File: src/mt_ram.sv
`timescale 1ns / 1ps
// ----------------------------------------------------------------------------
// mt_ram: generic simple dual-port RAM
// One write port, one read port with registered read data.
// ----------------------------------------------------------------------------
module mt_ram #(
    parameter int WIDTH = 32,
    parameter int DEPTH = 64,
    localparam int AW   = (DEPTH > 1) ? $clog2(DEPTH) : 1
) (
    input  logic             i_clk,
    input  logic             i_we,
    input  logic [AW-1:0]    i_waddr,
    input  logic [WIDTH-1:0] i_wdata,
    input  logic [AW-1:0]    i_raddr,
    output logic [WIDTH-1:0] o_rdata
);

    logic [WIDTH-1:0] r_mem [DEPTH];

    always_ff @(posedge i_clk) begin
        if (i_we) begin
            r_mem[i_waddr] <= i_wdata;
        end
        o_rdata <= r_mem[i_raddr];
    end

endmodule

File: config.mk
export PLATFORM = sky130hd
export DESIGN_NAME = mt_ram
export DESIGN_NICKNAME = d
export VERILOG_FILES = /design/src/mt_ram.sv
export SDC_FILE = /design/constraint.sdc
export NUM_CORES = 2
export LEC_CHECK = 0
export BUFFER_PORTS_ARGS = -buffer_cell sky130_fd_sc_hd__buf_2
export CAP_MARGIN = 10
export CORE_UTILIZATION = 49
export CTS_BUF_LIST = sky130_fd_sc_hd__clkbuf_4
export CTS_CLUSTER_DIAMETER = 200
export DETAILED_ROUTE_END_ITERATION = 12
export GPL_TIMING_DRIVEN = 0
export PLACE_DENSITY_LB_ADDON = 0.15
export SLEW_MARGIN = 20
export SYNTH_ARGS = -nofsm -noshare
export SYNTH_HDL_FRONTEND = slang
export SYNTH_SLANG_ARGS = --single-unit
File: constraint.sdc
create_clock -name i_clk -period 4.7 [get_ports i_clk]
set_input_delay 0.94 -clock i_clk [delete_from_list [all_inputs] [get_ports i_clk]]
set_output_delay 0.94 -clock i_clk [all_outputs]
set_load 0.02 [all_outputs]
==> metrics <==
die area=162,000 sq um; Clock Latency Late Sink=~1.4 ns; clock sink total=2,080; Mean Syn Cell Area=23.6 sq um; R2R setup slack=1.71 ns; RR Startpoint=r_mem[27][13]; maximum VDD drop=0.000300 V; DRC Markers=0; die width=slightly above 400 microns; worst min path class=in2reg; TritonCTS clock tree=built; Fmax=0.218 GHz; hpwl dp=between 150,000 and 200,000 microns; # IOs=78; final setup violation count=0; dominant cells by area after synthesis=edfxtp_1 78%, mux4_2 16%, mux2i_1 1.2%, dfxtp_1 0.82%, o22ai_1 0.67%; first-pass GRT wire length=around 320,000 microns; FP Rows=146; switch share=a little under a quarter; initial core utilization=49.5%; Post-Syn Area=78,500 sq um; Flop pwr share=54.8%; #FFs+latches synth=2,080; Critical Path Sink=o_rdata[15]; vias in the first global route=41,920; H-tree levels=6; die height=402 microns; Post-synth top flop=edfxtp_1; clock-pin slew on the worst setup and hold paths=0.07 ns; hold_buf cts=0; CP Max Fanout=10; Routed WL per cell=36.8 microns; Max-cap violations=0; Core Footprint=about 160,000 sq um; Setup Skew=~0.13 ns; status=completed; Slew headroom=between 1 and 1.5%; Critical Path Start=i_raddr[1]; distinct cell type count after synthesis=34; Layout Nets=4,117; most common cell after layout, fill and taps aside=edfxtp_1; critical setup path kind=in2reg; post-synthesis async set-or-reset flop share=0%; crit path launch type=primary input; Synth Instances=3,324; Post-CTS Resized=0; Detailed Route WL=239,000 microns; EDFF count, synth=2,048; routed vias=41,577; CTS root buf=clkbuf_4; Power Total=37.6 mW; Reg2Reg Depth=4; synth warn=0; Synth-to-Final Area Change=16.3%; Req. time, crit path=5.84 ns; gpl congestion=just under 1; Cell Count, Final, Fillers Out=6,490; Worst R2R End=o_rdata[13]; Antenna Nets Post-Route=0; Clock Tree Buf Depth=4; RSZ-0062 raised after global routing=false; Sw Pwr=8.61 mW; Final Critical Period=approximately 4.6 ns; CP arrival=5.73 ns; PwrDens=a little over 400 nW/um^2; Internal=29.0 mW; Synth top area share=78.3%; Setup WS pre-CTS=-0.878 ns; Pleak=29.2 nW; Comb pwr share=5.9%; initial antenna violation count=22; First DRT Iteration DRCs=around 6,100; critical path endpoint category=flop; GRT overflow=0; Max Slew Vio Count=0; Num CTS Buffers=549; Final Worst Setup Slack=0.114 ns; slew of the pin with the lowest slew margin=about 1.5 ns; Clk pwr share=39.3%; largest net degree at the start of global routing=65; port bufs=69; Synth area leader=edfxtp_1; Post CTS Setup Buffer Count=0; Synth Net Count=3,370; sequential fraction of the synthesis area=79.1%; drt pass-1 iters=8; final hold violations=0; dpl cells=5,591; detailed-route vias per instance=6.41; most frequent cells in the layout=2,048 x edfxtp_1, 771 x clkbuf_4, 544 x mux4_2; share of layout cells above drive strength 1=roughly two fifths; period utilization=between 90% and 100%; GRT Total Usage=29.7%
## cell usage after synthesis, drive strengths merged, types with 3 or more instances
library cell	instances
nand2	26
o22ai	84
or2	3
a22oi	12
nor2b	15
o221ai	27
a21oi	62
nand3	5
a311oi	8
nand3b	5
o32ai	4
nor2	137
a41o	4
edfxtp	2048
mux2i	93
mux4	544
clkbuf	74
or3	3
dfxtp	32
buf	108
nand2b	8
or3b	5
nor3	7
and3	4
## layout make-up
type	instances	area (sq um)
Fill cell	11623	67400
Tap cell	2072	2590
Clock inverter	115	558
Antenna cell	12	30.0
Buffer	182	906
Timing Repair Buffer	196	3320
Clock buffer	771	5790
Multi-Input combinational cell	1062	16000
Sequential cell	2080	62100
## registers in the layout (all words and copies together) (netlist names)
| signal | flops |
|---|---|
| o_rdata | 32 |
| r_mem | 2048 |
## through the flow
step | hold WS (ns) | util [%] | setup TNS (ns) | cell area [sq um]
finish | 0.139 | 57.5 | 0 | 91300
global route | 0.0868 | 57.5 | 0 | 91300
CTS | 0.0561 | 57.5 | 0 | 91200
detailed placement | 0.896 | 53.5 | -4.44 | 84900
global placement | 0.943 | 51.3 | -1837.69 | 81500
floorplan | 0.663 | - | 0 | 78500
## worst min-delay path by stage
stage	startpoint	end	depth (start not counted)
floorplan	r_mem[12][17]	o_rdata[17]	4
global placement	r_mem[12][8]	o_rdata[8]	4
detailed placement	r_mem[13][4]	o_rdata[4]	4
CTS	i_wdata[2]	r_mem[47][2]	1
global route	i_wdata[4]	r_mem[7][4]	1
finish	i_wdata[8]	r_mem[7][8]	1
## logic make-up after synthesis
| kind of cell | share of synthesized area [%] |
|---|---|
| compound gates | 1.67 |
| buf+inv | 1.13 |
| flops | 79.1 |
| mux | 16.8 |
| simple gates | 1.27 |
## worst max-delay path: stages
cell	delay, ns
buf_2	0.41
buf_2	0.43
buf_2	0.43
buf_1	0.89
nand3b_1	0.78
o221ai_1	0.49
a21oi_1	0.23
a21oi_1	0.90
nor2_1	0.19
## metal layers
layer | GRT usage, % | vias to the layer above | part of all wire (%)
met4 | 12.9 | 12 | 4.3
met5 | 0.892 | - | 0.14
met1 | 38.4 | 21843 | 36
met2 | 46.7 | 3047 | 48
met3 | 9.30 | 540 | 12
li1 | - | 16135 | -
## power groups by stage
stage	combinational [mW]	sequential, mW	clock [mW]
global placement	2.08	21.0	0
CTS	2.19	20.6	15.0
detailed placement	2.18	21.0	0
finish	2.23	20.6	14.8
global route	2.27	20.6	15.9
floorplan	0.999	21.0	0
(Power assumes the default switching activity.)
