==> src/mt_pkg.sv <==
`timescale 1ns / 1ps
// ----------------------------------------------------------------------------
// mt_pkg: shared types and constants for the MT19937 generator
// Word type, state geometry, seeding and tempering constants, request codes.
// ----------------------------------------------------------------------------
package mt_pkg;

    typedef logic [31:0] t_word;

    localparam int unsigned STATE_LEN  = 624;
    localparam int unsigned MID_OFFSET = 397;
    localparam int unsigned IDX_W      = 10;

    localparam t_word INIT_MULT   = 32'd1812433253;
    localparam t_word MIX1_MULT   = 32'd1664525;
    localparam t_word MIX2_MULT   = 32'd1566083941;
    localparam t_word ARRAY_SEED  = 32'd19650218;
    localparam t_word TOP_BIT     = 32'h8000_0000;
    localparam t_word TWIST_XOR   = 32'h9908_b0df;
    localparam t_word TEMPER_B    = 32'h9d2c_5680;
    localparam t_word TEMPER_C    = 32'hefc6_0000;

    typedef enum logic [1:0] {
        REQ_SEED = 2'd0,
        REQ_KEY  = 2'd1,
        REQ_DRAW = 2'd2,
        REQ_NONE = 2'd3
    } t_req;

    // power-on key {0x123, 0x234, 0x345, 0x456}
    function automatic t_word default_key(input logic [1:0] idx);
        t_word v;
        case (idx)
            2'd0:    v = 32'h0000_0123;
            2'd1:    v = 32'h0000_0234;
            2'd2:    v = 32'h0000_0345;
            default: v = 32'h0000_0456;
        endcase
        return v;
    endfunction

endpackage

==> src/mt_mul.sv <==
`timescale 1ns / 1ps
// ----------------------------------------------------------------------------
// mt_mul: shared 32x32 multiplier
// Low 32 bits of the product, registered.
// ----------------------------------------------------------------------------
module mt_mul (
    input  logic          i_clk,
    input  mt_pkg::t_word i_a,
    input  mt_pkg::t_word i_b,
    output mt_pkg::t_word o_p
);

    // only the low word is kept, so a 32-bit product suffices
    logic [31:0] w_full;

    assign w_full = i_a * i_b;

    always_ff @(posedge i_clk) begin
        o_p <= w_full;
    end

endmodule

==> config.mk <==
export PLATFORM = sky130hd
export DESIGN_NAME = mt_mul
export DESIGN_NICKNAME = d
export VERILOG_FILES = /design/src/mt_pkg.sv /design/src/mt_mul.sv
export SDC_FILE = /design/constraint.sdc
export NUM_CORES = 1
export LEC_CHECK = 0
export CAP_MARGIN = 0
export CELL_PAD_IN_SITES_DETAIL_PLACEMENT = 1
export CELL_PAD_IN_SITES_GLOBAL_PLACEMENT = 1
export CORE_MARGIN = 4
export CORE_UTILIZATION = 35
export CTS_CLUSTER_SIZE = 10
export DETAILED_ROUTE_END_ITERATION = 10
export DONT_BUFFER_PORTS = 1
export PLACE_DENSITY_LB_ADDON = 0.1
export SETUP_SLACK_MARGIN = 0.1
export SLEW_MARGIN = 40
export SYNTH_ARGS = -nofsm -noshare
export SYNTH_HDL_FRONTEND = slang
export SYNTH_SLANG_ARGS = --single-unit
==> constraint.sdc <==
create_clock -name i_clk -period 10 [get_ports i_clk]
set_input_delay 2 -clock i_clk [delete_from_list [all_inputs] [get_ports i_clk]]
set_output_delay 2 -clock i_clk [all_outputs]
set_load 0.01 [all_outputs]
==> results of run 1 <==
## cell usage in the layout (no fill, tap or decap), types with 2 or more instances in the layout
cell | netlist | final
a211oi_1 | 4 | 4
a21o_1 | 5 | 5
a21o_2 | 5 | 5
a21oi_1 | 22 | 22
a31oi_1 | 2 | 2
and2_1 | 368 | 368
and3_2 | 2 | 2
clkbuf_16 | 0 | 5
dfxtp_1 | 32 | 32
fa_1 | 408 | 408
ha_1 | 123 | 123
inv_1 | 363 | 363
nand2_1 | 169 | 169
nand2b_1 | 2 | 2
nand3_1 | 7 | 7
nor2_1 | 11 | 11
nor2b_1 | 2 | 2
nor3_1 | 5 | 5
o211ai_1 | 3 | 3
o21a_1 | 4 | 4
o21ai_0 | 11 | 11
o21bai_1 | 6 | 6
o31ai_1 | 2 | 2
or4_1 | 2 | 2
xnor2_1 | 65 | 65
xor2_1 | 19 | 19
## logic make-up (layout without fill, tap and decap cells)
kind of cell | after synthesis | count (layout)
simple gates | 575 | 575
fa+ha+maj | 531 | 531
buf+inv | 443 | 372
xor+xnor | 84 | 84
compound gates | 76 | 76
flops | 32 | 32
other cells | 0 | 1
## final timing paths
kind	startpoint	endpoint	slack [ps]	depth (start not counted)
min	i_b[0]	o_p[0]	1880	1
max	i_a[14]	o_p[28]	1690	20
## through the flow
step                      utilization, %  setup WS (ps)  hold WS [ps]
final                               36.7           1690          1880
after global routing                36.7           1450          1860
after CTS                           36.7           1710          1850
after floorplan                        -           1600          2130
after detailed placement            36.4           1390          2170
after global placement              36.4           1550          2170
## worst max-delay path: stages
cell and delay, ps:
and2_1 160, fa_1 530, inv_1 60, fa_1 500, fa_1 470, fa_1 550, inv_1 50, fa_1 450
ha_1 300, fa_1 520, fa_1 420, ha_1 360, and3_2 240, nand3_1 70, and3b_1 300, o221ai_1 180
a21boi_0 420, a41oi_1 420, o21ai_0 330, xor2_1 170
## final cells by class
type / count / share of cell area (%)
multi-input combinational: 1266 / 82.9
inverter: 363 / 7.99
tap: 607 / 4.46
sequential: 32 / 3.76
clock buffer: 7 / 0.837
clock inverter: 1 / 0.0440
timing repair buffer: 1 / 0.0440
antenna: 1 / 0.0147
## layer usage
layer | routed length [um] | global-route usage [%] | up-vias
li1 | - | - | 4902
met5 | 0 | 0 | -
met2 | 24400 | 34.6 | 168
met3 | 1730 | 2.68 | 22
met1 | 22900 | 28.9 | 5996
met4 | 440 | 2.35 | 0
==> flow_metrics.py, run 1 <==
metrics = {
    "layout": {
        "areaGrowthSynthToFinish_pct": 3.77,
        "stdcell_count": 2278,
        "drive_gt1_share_pct": 1.26,
        "multi_input_area_um2": 14100,
        "top_regs": "o_p (32)",
        "seq_area_um2": 641,
        "fin_area_um2": 17000,
        "nFillCells": 5389,
        "final_nets": 2265,
        "largest-register": "o_p",
        "largest_register_ffs": 32,
    },
    "worst_setup_path": {
        "arrival_ps": 8530,
        "worstPathRequired_ps": 10230,
        "cp_max_fo": 18,
        "path_class": "in2reg",
        "endpoint_kind": "flop",
        "cp-start-kind": "input pin",
    },
    "global_route": {
        "grt_overflow": 0,
        "track_usage_pct": 20.4,
        "first_global_vias": 12905,
        "grt_pass1_wl_mm": 78.2,
        "antenna_found_initial": 1,
        "grt_start_max_net_pins": 33,
    },
    "worst_hold_path": {
        "hold_class": "in2reg",
    },
    "logic_synthesis": {
        "yosys_register_bits": 32,
        "post-synth-top-area-cell": "fa_1",
        "yosysMostFrequentCell": "fa_1",
        "yosysSeqAreaShare_pct": 3.90,
        "synthArstFlopShare_pct": 0,
        "synth-compound-area-share_pct": 3.26,
        "yosys.area_share.adder_pct": 59.1,
        "ys.flop_type": "dfxtp_1",
        "synth_top_family_by_area": "adder cells",
        "synthTopCellsByArea": "fa_1, and2_1, ha_1",
        "synthCells": 1741,
        "synthTopCellsByCount": "fa_1, and2_1, inv_1, nand2_1, ha_1",
        "synth_edf_count": 0,
        "synth_area_um2": 16400,
        "synthSimpleGateAreaFrac_pct": 19.1,
        "synth_top_area_share_pct": 49.7,
        "yosys.area_share.xor_xnor_pct": 4.48,
        "syn_nets": 2337,
        "syn_avg_cell_area_um2": 9.43,
        "muxShareOfSynthArea_pct": 0,
        "yosys.cell_types.count": 45,
        "ys_warn_count": 0,
    },
    "drt": {
        "drc": 0,
        "ant_nets": 0,
        "dr_total_vias": 11088,
        "routedWlPerCell_um": 21.7,
        "drtIter0Drc": 429,
        "routed_wl_mm": 49.4,
        "drtPass1Iterations": 4,
        "viasPerCell": 4.87,
    },
    "clocking": {
        "cts_tree": "yes",
        "root_buffer": "clkbuf_16",
        "clockBufferDepth": 2,
        "postCtsSetupBuffers": 0,
        "cts_num_sinks": 32,
        "h-tree-depth": 2,
        "numCtsBuffers": 5,
        "clk_pin_slew_ps": 60,
        "cts_resized": 0,
        "hold_buffers": 0,
    },
    "floorplanning": {
        "die_h_um": 225,
        "rows": 79,
        "core_um2": 46500,
        "initial_core_util_pct": 35.4,
        "die_area_um2": 50500,
        "die_w_um": 225,
        "pin_count": 97,
    },
    "placed_design": {
        "place_inst": 2269,
        "portBuffers": 0,
        "place_hpwl_mm": 40.0,
        "dpl_cell_area_um2": 16900,
        "gp_congestion": 0.769,
    },
    "job": {
        "drv_cap": 0,
    },
    "sta": {
        "hold_viol": 0,
        "tightest_slew_ps": 798,
        "tns_ps": 0,
        "finalCriticalPeriod_ps": 8310,
        "finalSetupViolCount": 0,
        "timing.final.crit_share_pct": 83.1,
        "rsz0062_at_grt": "false",
        "slew_violations": 0,
        "fmax_mhz": 120,
        "slew-limit-headroom_pct": 46.4,
    },
    "status": {
        "status": "complete, no violations",
    },
}
Power of run 1 is left out: the tool's default activity adds up to more than one toggle a clock period on the data nets, which glitch-free logic cannot reach.
==> run 2, diff against run 1 <==
- clock period: 10 -> 7.3 ns (I/O delays scaled with it)
==> flow_metrics.py, run 2 (synthesized netlist as in run 1, its figures left out) <==
metrics = {
    "clocking": {
        "h-tree-depth": 2,
        "numCtsBuffers": 5,
        "clk_pin_slew_ps": 70,
        "clockBufferDepth": 2,
        "hold_buffers": 0,
        "root_buffer": "clkbuf_16",
        "cts_tree": "yes",
        "cts_num_sinks": 32,
    },
    "drt": {
        "ant_nets": 0,
        "dr_total_vias": 11251,
        "drc": 0,
        "drtPass1Iterations": 5,
        "viasPerCell": 4.81,
        "drtIter0Drc": 363,
        "routedWlPerCell_um": 21.5,
        "routed_wl_mm": 50.4,
    },
    "status": {
        "violations": "setup timing",
        "status": "finished with violations",
    },
    "worst_setup_path": {
        "endpoint_kind": "flop",
        "slowest_stage": "fa_1",
        "cp_max_fo": 21,
        "path_cells": "and2_4, fa_1, fa_1, fa_1, inv_2, fa_1, inv_1, fa_1, inv_1, fa_1, inv_2, fa_1, fa_1, ha_4, a21oi_2, o21bai_1, a31oi_1, o211a_4, a21oi_4, a41o_1, or4_1, nand3_1",
        "cp-start-kind": "input pin",
        "arrival_ps": 7660,
        "path_class": "in2reg",
        "worstPathRequired_ps": 7570,
        "path_common_cell": "fa_1",
        "worst-path-buf-inv": 4,
        "cp.depth": 22,
        "slowest_delay_ps": 560,
        "cp_top_family": "adder cells",
    },
    "layout": {
        "fin_area_um2": 17700,
        "largest_register_ffs": 32,
        "areaGrowthSynthToFinish_pct": 8.01,
        "top_regs": "o_p (32)",
        "final_nets": 2327,
        "seq_area_um2": 641,
        "nFillCells": 5343,
        "stdcell_count": 2340,
        "drive_gt1_share_pct": 6.81,
        "multi_input_area_um2": 14300,
        "layout_commonest_cell": "fa_1",
        "layout_common_cells": "fa_1, and2_1, inv_1",
        "largest-register": "o_p",
    },
    "sta": {
        "hold_viol": 0,
        "rsz0062_at_grt": "true",
        "layout_setup_ws_ps": -87.9,
        "fmax_mhz": 135,
        "finalSetupViolCount": 2,
        "tightest_slew_ps": 418,
        "slew-limit-headroom_pct": 72.0,
        "finalCriticalPeriod_ps": 7390,
        "whs_ps": 1270,
        "timing.final.crit_share_pct": 101,
        "slew_violations": 0,
    },
    "floorplanning": {
        "rows": 79,
        "pin_count": 97,
        "die_h_um": 225,
        "die_area_um2": 50500,
        "initial_core_util_pct": 35.4,
        "core_um2": 46500,
        "die_w_um": 225,
    },
    "job": {
        "drv_cap": 0,
    },
    "global_route": {
        "antenna_found_initial": 1,
        "grt_overflow": 0,
        "track_usage_pct": 21.0,
        "grt_start_max_net_pins": 33,
        "first_global_vias": 13508,
        "grt_pass1_wl_mm": 80.7,
    },
    "placed_design": {
        "portBuffers": 0,
        "dpl_cell_area_um2": 17400,
        "gp_congestion": 0.809,
        "place_hpwl_mm": 40.4,
        "place_inst": 2327,
    },
    "worst_hold_path": {
        "holdPathStages": 1,
        "hold_class": "in2reg",
    },
}
## run 2: changes by cell type in the layout (fill, tap and decap cells not counted), moves of 3 or more
cell,change
buf_4,+60
and2_4,+7
ha_1,-7
ha_4,+7
and2_1,-6
fa_1,-6
fa_2,+6
a21oi_1,-4
inv_1,-4
inv_2,+4
a21oi_2,+3
o21ai_0,-3
## run 2: through the flow
step | utilization, % | setup WS, ps | TNS [ps]
final | 38.2 | -87.9 | -159
after global routing | 38.2 | -264 | -668
after CTS | 38.1 | -44.3 | -59.3
after detailed placement | 37.4 | -681 | -3790
after global placement | 37.4 | -611 | -3290
after floorplan | - | -322 | -551
## run 2: worst paths after layout
| check | from | end | slack [ps] |
|---|---|---|---|
| min | i_b[0] | o_p[0] | 1270 |
| max | i_a[11] | o_p[29] | -90 |
## run 2: routing by layer
layer	part of all wire (%)	track usage (%)	vias to the layer above
met5	0	0	-
met4	1.6	3.72	0
met3	3.0	2.60	33
met2	50	37.0	145
met1	45	28.3	6049
li1	-	-	5024
## run 2: timing repair
action / CTS / global route
buffers inserted: 2 / 2
resized for setup: 23 / 14
endpoints found under the setup margin: 6 / 9
pin swaps: 35 / 14
gates cloned: 0 / 0
## run 2: layout make-up
type | instances | share of cell area, %
Antenna cell | 1 | 0.0141
Tap cell | 607 | 4.28
Multi-Input combinational cell | 1266 | 80.8
Sequential cell | 32 | 3.61
Inverter | 363 | 7.68
Timing Repair Buffer | 63 | 2.71
Clock buffer | 6 | 0.726
Clock inverter | 2 | 0.197
Power of run 2 is left out for the same reason.
